===== src/hdl/gshw_ram.sv =====
// Generic single-clock RAM: one write port, one read port, registered read.
// No dependencies.
module gshw_ram #(
    parameter int WIDTH = 8,
    parameter int DEPTH = 16
) (
    input  logic                     clk,
    input  logic                     we,
    input  logic [$clog2(DEPTH)-1:0] waddr,
    input  logic [WIDTH-1:0]         wdata,
    input  logic [$clog2(DEPTH)-1:0] raddr,
    output logic [WIDTH-1:0]         rdata
);

    logic [WIDTH-1:0] mem [DEPTH];

    always_ff @(posedge clk)
    begin
        if (we)
        begin
            mem[waddr] <= wdata;
        end
        rdata <= mem[raddr];
    end

endmodule


===== config.mk =====
export PLATFORM = sky130hd
export DESIGN_NAME = gshw_ram
export DESIGN_NICKNAME = d
export VERILOG_FILES = /design/src/hdl/gshw_ram.sv
export SDC_FILE = /design/constraint.sdc
export NUM_CORES = 1
export LEC_CHECK = 0
export BUFFER_PORTS_ARGS = -buffer_cell sky130_fd_sc_hd__clkbuf_2
export CAP_MARGIN = 0
export CORE_ASPECT_RATIO = 0.9
export CORE_UTILIZATION = 50
export CTS_CLUSTER_DIAMETER = 80
export DETAILED_ROUTE_END_ITERATION = 7
export GPL_TIMING_DRIVEN = 1
export PLACE_DENSITY = 0.76
export SYNTH_ARGS = -nofsm -noshare
export SYNTH_HDL_FRONTEND = slang
export SYNTH_SLANG_ARGS = --single-unit

===== constraint.sdc =====
create_clock -name clk -period 2 [get_ports clk]
set_clock_uncertainty 0.15 [all_clocks]
set_input_delay 0.2 -clock clk [delete_from_list [all_inputs] [get_ports clk]]
set_output_delay 0.2 -clock clk [all_outputs]
set_load 0.05 [all_outputs]

# Word-level counts from Yosys, hierarchy flattened
# Memories as Yosys holds them, arrays and structs flattened. A register that Yosys moved wholly into a read port is not among the register bits.
# Index checks and enable logic that the tools add are counted.
# op_classes
muxes	2
# ops
cell	n
$mux W1	2
# totals
ramBits	128
memories	1
out_inout_bits	8
in_bits	18
regBits	0
elab_cells	3
# mem_list
memory	depth	width	read_ports	rd_ports_with_merged_regs	wr	line	source
mem	16	8	1	1	1	15	logic [WIDTH-1:0] mem [DEPTH];

# Logic depth before layout (Yosys ltp)
# Gate-level depths: netlist of run 1.
# logic_depth
ltp_word	2
depth_mapped	5
depth_no_buf	3

# Worst setup path before layout of run 1
# No wires, ideal clock.
# synth_path
path_kind	input to register
startpoint	in waddr[2]
endpoint	mem mem[0][0] (enable)
setup_slack_ns	0.157
required_ns	1.467
stages	2
arrival_ns	1.310
setup_ns	0.383
path_buffers	0
cell_sequence	or3b_2 nor3_1
# synth_rtl
item	line	source
start, declared	9	input logic [$clog2(DEPTH)-1:0] waddr,
end, declared	15	
# No word-level cell before the write port.

==> impl_metrics.toml, run 1 <==
[logic_synthesis]
syn_avg_cell_area_um2 = 22.5
netlist_instances = 229
yosysSeqAreaShare_pct = 77.8
synth_area_um2 = 5150
yosys_warnings = 0
synth_mux_area_share_pct = 15.0
synth_seq_cells = 136
synth_cell_types = 19
synthSimpleGateAreaFrac_pct = 3.18
synth-compound-area-share_pct = 2.33
syn_nets = 247
synth_top_family_by_area = "multiplexers"
synth_fa_ha_area_share_pct = 0
synth_xor_area_share_pct = 0

[power_and_ir_drop]
ir_drop_mv = 0.673
leakagePower_uw = 0.00211
powerDensity_nw_per_um2 = 1090

[clocking]
cts_tree = "built"
ctsRootBufferMaster = "clkbuf_16"
holdBufCountCts = 0
cts_sinks = 136
post-cts-setup-buffers = 0
ctsResizeCount = 0
cts_buffers = 17
clkLatencyLatePin_ns = 0.41
cts.path.max_buffers = 2
cts.clk_slew.worst_paths_ns = 0.06
cts_max_level = 4

[sta]
setup_viol = 0
postLayoutSetupSlackWorst_ns = 0.423
maxSlewHeadroom_pct = 77.2
max_freq_ghz = 0.634
period_minus_slack_ns = 1.58
report.final.slew_viol_count = 0
hold_violations = 0
tightest_slew_ns = 0.341
rsz0062_at_grt = "false"
finalSetupTns_ns = 0
post-route-period-util_pct = 78.9

[worst_setup_path]
r2r-end = "rdata[3]"
endpoint = "rdata[3]"
worstPathRequired_ns = 2.14
end_kind = "flip-flop"
crit_fanout = 1
cp_data_arrival_time_ns = 1.72
rr_worst_depth = 3
reg2reg_slack_ns = 0.42
worstReg2RegStart = "mem[3][3]"
critPathLaunch = "mem[3][3]"
setup.worst_path.start_class = "flip-flop"
critPathKind = "flip-flop to flip-flop"

[die]
start_util_pct = 52.4
core_um2 = 9830
ios = 26
placementRows = 34
chipWidth_um = 109
fp.dieH_um = 98.3
fp.dieArea_um2 = 10700

[run]
maxCapViolations = 0

[run_status]
status = "finished, final reports clean"

[worst_hold_path]
hp-class = "primary input to flip-flop"

[finish]
fill_cells = 627
area_growth_pct = 19.6
nNetsFinal = 303
insertedDiodeCount = 0
final_cells = 424
layout_commonest_cell = "edfxtp_1"
final_cell_mix = "edfxtp_1, clkbuf_2, buf_4"
drive_above_1_share_pct = 32.2

[global_route]
grt_pass1_wl_mm = 15.0
grt_pass1_vias = 2507
grt_util_all_layers_pct = 20.4
grt_max_degree = 33
grt-ovfl-total = 0
antenna_found_initial = 0

[place]
port_buffers = 25
hpwl_mm = 5.93
dp_cells = 392
gp_congestion = 0.708
pre_cts_ws_ns = 0.174

[detailed_routing]
drtAntennaViolNets = 0
drc = 0
via_per_inst = 5.76
drt-initial-drc-count = 173
num_vias = 2444
wl_mm = 9.58
post_drt_wl_per_cell_um = 22.6
dr.pass1.iters = 4
per-stage QoR:
step | power, uW | util, % | instance area [um^2] | hold slack, ns
after global placement | 3610 | 56.4 | 5550 | 0.462
after CTS | 6760 | 62.6 | 6150 | 0.0635
after floorplan | 3490 | - | 5150 | 0.149
after detailed placement | 3630 | 56.4 | 5550 | 0.489
after global routing | 6910 | 62.6 | 6150 | 0.0972
final | 6720 | 62.6 | 6150 | 0.0676
cells in the mapped netlist (all sizes together):
cell type      number  area share (%)
edfxtp            128              75
mux4               32              15
a22oi              16             2.3
nor2               13            0.95
nand2               9            0.66
dfxtp               8             3.1
buf                 7             1.1
nor3                4            0.39
clkdlybuf4s25       3            0.58
nand2b              2            0.24
nand3b              2            0.29
and2                1            0.12
and2b               1            0.15
nand3               1           0.097
nor2b               1            0.12
or3b                1            0.17
critical path, stage by stage (launching register included):
cell and delay [ns]:
edfxtp_1 0.39, mux4_1 0.51, a22oi_1 0.32, nand2_1 0.09
report_power, final:
group / internal (uW) / total, uW / switching (uW)
Combinational: 134 / 362 / 228
Sequential: 3190 / 3210 / 18.4
Clock: 2030 / 3150 / 1120
Total: 5350 / 6720 / 1370
sequential cells by signal, summed over array words and instances, names as in the netlist:
signal / count
rdata: 8
mem: 128
how the worst min path moves through the flow:
stage / cells after the start / to / startpoint
4_1_cts: 1 / mem[8][3] / wdata[3]
3_5_place_dp: 1 / mem[6][3] / wdata[3]
2_1_floorplan: 0 / mem[0][0] / wdata[0]
5_1_grt: 1 / mem[8][3] / wdata[3]
3_3_place_gp: 1 / mem[6][3] / wdata[3]
6_report: 1 / mem[5][6] / wdata[6]
kinds of logic (layout without fill, tap and decap cells):
| kind of cell | Yosys count | in the layout |
|---|---|---|
| AND/OR/NAND/NOR | 35 | 35 |
| AO/OA/AOI/OAI | 16 | 16 |
| flip-flops | 136 | 136 |
| multiplexers | 32 | 32 |
| buffers and inverters | 10 | 79 |
area by class of cell:
| cell class | instances | area, um^2 | area share, % |
|---|---|---|---|
| Sequential cell | 136 | 4000 | 65.1 |
| Multi-Input combinational cell | 83 | 1060 | 17.2 |
| Clock buffer | 21 | 460 | 7.48 |
| Timing Repair Buffer | 47 | 328 | 5.33 |
| Tap cell | 126 | 158 | 2.56 |
| Clock inverter | 11 | 148 | 2.40 |
layer usage:
layer | routed length, um | global-route usage (%) | share of wire [%] | vias up
met3 | 672 | 5.54 | 7.0 | 8
met4 | 113 | 9.36 | 1.2 | 0
li1 | - | - | - | 1083
met5 | 0 | 0 | 0 | -
met1 | 3980 | 26.8 | 42 | 1255
met2 | 4810 | 31.7 | 50 | 98
(Power assumes the default switching activity.)
==> run 2: changes to the inputs <==
Clock period 2 ns to 1.5 ns, I/O delays scaled along.
==> run 2 against run 1 <==
Via count shrank 1.1%. Largest cell class unchanged. Combinational power grew 39%. Register-to-register slack lost 0.40 ns. Sequential cell count is the same. Routed wire length shrank 4.8%.
==> impl_metrics.toml, run 2 (same netlist as run 1, synthesis figures left out) <==
[worst_hold_path]
hp-class = "primary input to flip-flop"

[power_and_ir_drop]
pwr-share-seq_pct = 47.8
powerDensity_nw_per_um2 = 1440
clkPwrFrac_pct = 46.5
ir_drop_mv = 0.840
power_switching_uw = 1870
leakagePower_uw = 0.00212
p_comb_share_pct = 5.6
p_total_uw = 8930
switching_share_pct = 20.9
intPower_uw = 7060

[finish]
fin_util_pct = 63.3
insertedDiodeCount = 0
area_growth_pct = 20.8
final_cells = 428
nNetsFinal = 307
regArea_um2 = 4000
drive_above_1_share_pct = 36.8
fill_cells = 646
final_cell_mix = "edfxtp_1, clkbuf_2, buf_4"
multi_input_area_um2 = 1080
largest_register_ffs = 128
largest-register = "mem"
reg.largest.list = "mem (128), rdata (8)"
layout_commonest_cell = "edfxtp_1"

[clocking]
clkLatencyLatePin_ns = 0.41
cts_max_level = 4
cts.path.max_buffers = 2
holdBufCountCts = 0
ctsRootBufferMaster = "clkbuf_16"
cts_tree = "built"
cts.clk_slew.worst_paths_ns = 0.06
cts_sinks = 136
cts_buffers = 17

[global_route]
grt_max_degree = 22
grt_util_all_layers_pct = 19.3
grt_pass1_vias = 2503
antenna_found_initial = 0
grt-ovfl-total = 0
grt_pass1_wl_mm = 14.2

[detailed_routing]
drtAntennaViolNets = 0
via_per_inst = 5.64
wl_mm = 9.12
dr.pass1.iters = 4
post_drt_wl_per_cell_um = 21.3
num_vias = 2416
drc = 0
drt-initial-drc-count = 193

[sta]
maxSlewHeadroom_pct = 49.6
rsz0062_at_grt = "false"
finalSetupTns_ns = 0
post-route-period-util_pct = 98.5
hold_violations = 0
max_freq_ghz = 0.677
postLayoutSetupSlackWorst_ns = 0.0226
period_minus_slack_ns = 1.48
setup_viol = 0
report.final.slew_viol_count = 0
tightest_slew_ns = 0.754

[place]
port_buffers = 25
pre_cts_ws_ns = -0.214
hpwl_mm = 5.85
gp_congestion = 0.704
dp_cells = 396

[worst_setup_path]
worstPathRequired_ns = 1.65
cp_cell_sequence = "mux4_1 > a22oi_2 > nand2_1"
critPathKind = "flip-flop to flip-flop"
crit_path_max_incr_delay_ns = 0.54
setup.worst_path.start_class = "flip-flop"
crit_fanout = 1
crit_buf_inv = 0
cp_data_arrival_time_ns = 1.62
crit_family = "multiplexers"
crit_slowest_cell = "mux4_1"
end_kind = "flip-flop"

[die]
fp.dieH_um = 98.3
placementRows = 34
core_um2 = 9830
fp.dieArea_um2 = 10700
chipWidth_um = 109
ios = 26
start_util_pct = 52.4

[run_status]
status = "finished, final reports clean"

[run]
maxCapViolations = 0
==> run 2: changes by cell type in the layout (fill, tap and decap cells not counted), moves of 2 or more <==
| cell | change |
|---|---|
| buf_4 | +3 |
| a22oi_1 | -6 |
| mux4_1 | -3 |
| a22oi_2 | +6 |
| clkbuf_8 | -2 |
| mux4_2 | +3 |
| clkinv_4 | +2 |
==> run 2: metrics by stage <==
step / hold WS, ns / area [um^2]
final: 0.0146 / 6220
after global routing: 0.0451 / 6220
after CTS: 0.0132 / 6210
after detailed placement: 0.438 / 5590
after global placement: 0.403 / 5590
after floorplan: 0.0989 / 5150
==> run 2: final cells by class <==
class	instances	area share, %
multi-input combinational	83	17.4
clock inverter	14	2.80
clock buffer	18	6.90
tap	126	2.54
timing repair buffer	51	5.96
sequential	136	64.4
==> run 2: what timing repair did <==
| item | CTS | global route |
|---|---|---|
| pin swaps | 1 | 2 |
| buffers inserted | 0 | 0 |
| setup endpoints to repair | 3 | 6 |
| resized for setup | 3 | 6 |
| hold endpoints to repair | 0 | 0 |
==> run 2: routing by layer <==
metal	up-vias	global-route usage, %	wire, um
met4	0	8.21	165
li1	1095	-	-
met3	15	5.47	400
met2	62	29.7	4530
met1	1244	25.9	4020
met5	-	0	0
==> run 2: power groups by stage <==
| stage | registers (uW) | logic [uW] | clock network (uW) |
|---|---|---|---|
| floorplan | 4430 | 216 | 0 |
| global placement | 4350 | 480 | 0 |
| detailed placement | 4350 | 494 | 0 |
| CTS | 4270 | 504 | 4200 |
| global route | 4280 | 543 | 4360 |
| finish | 4270 | 504 | 4160 |
==> run 2: worst paths after layout <==
check               to  slack (ns)        from  cells after the start
max           rdata[0]        0.02   mem[1][0]                      3
min          mem[4][6]        0.01    wdata[6]                      1
max reg2reg   rdata[0]        0.02   mem[1][0]                      3
min reg2reg   rdata[2]        0.52  mem[15][2]                      3
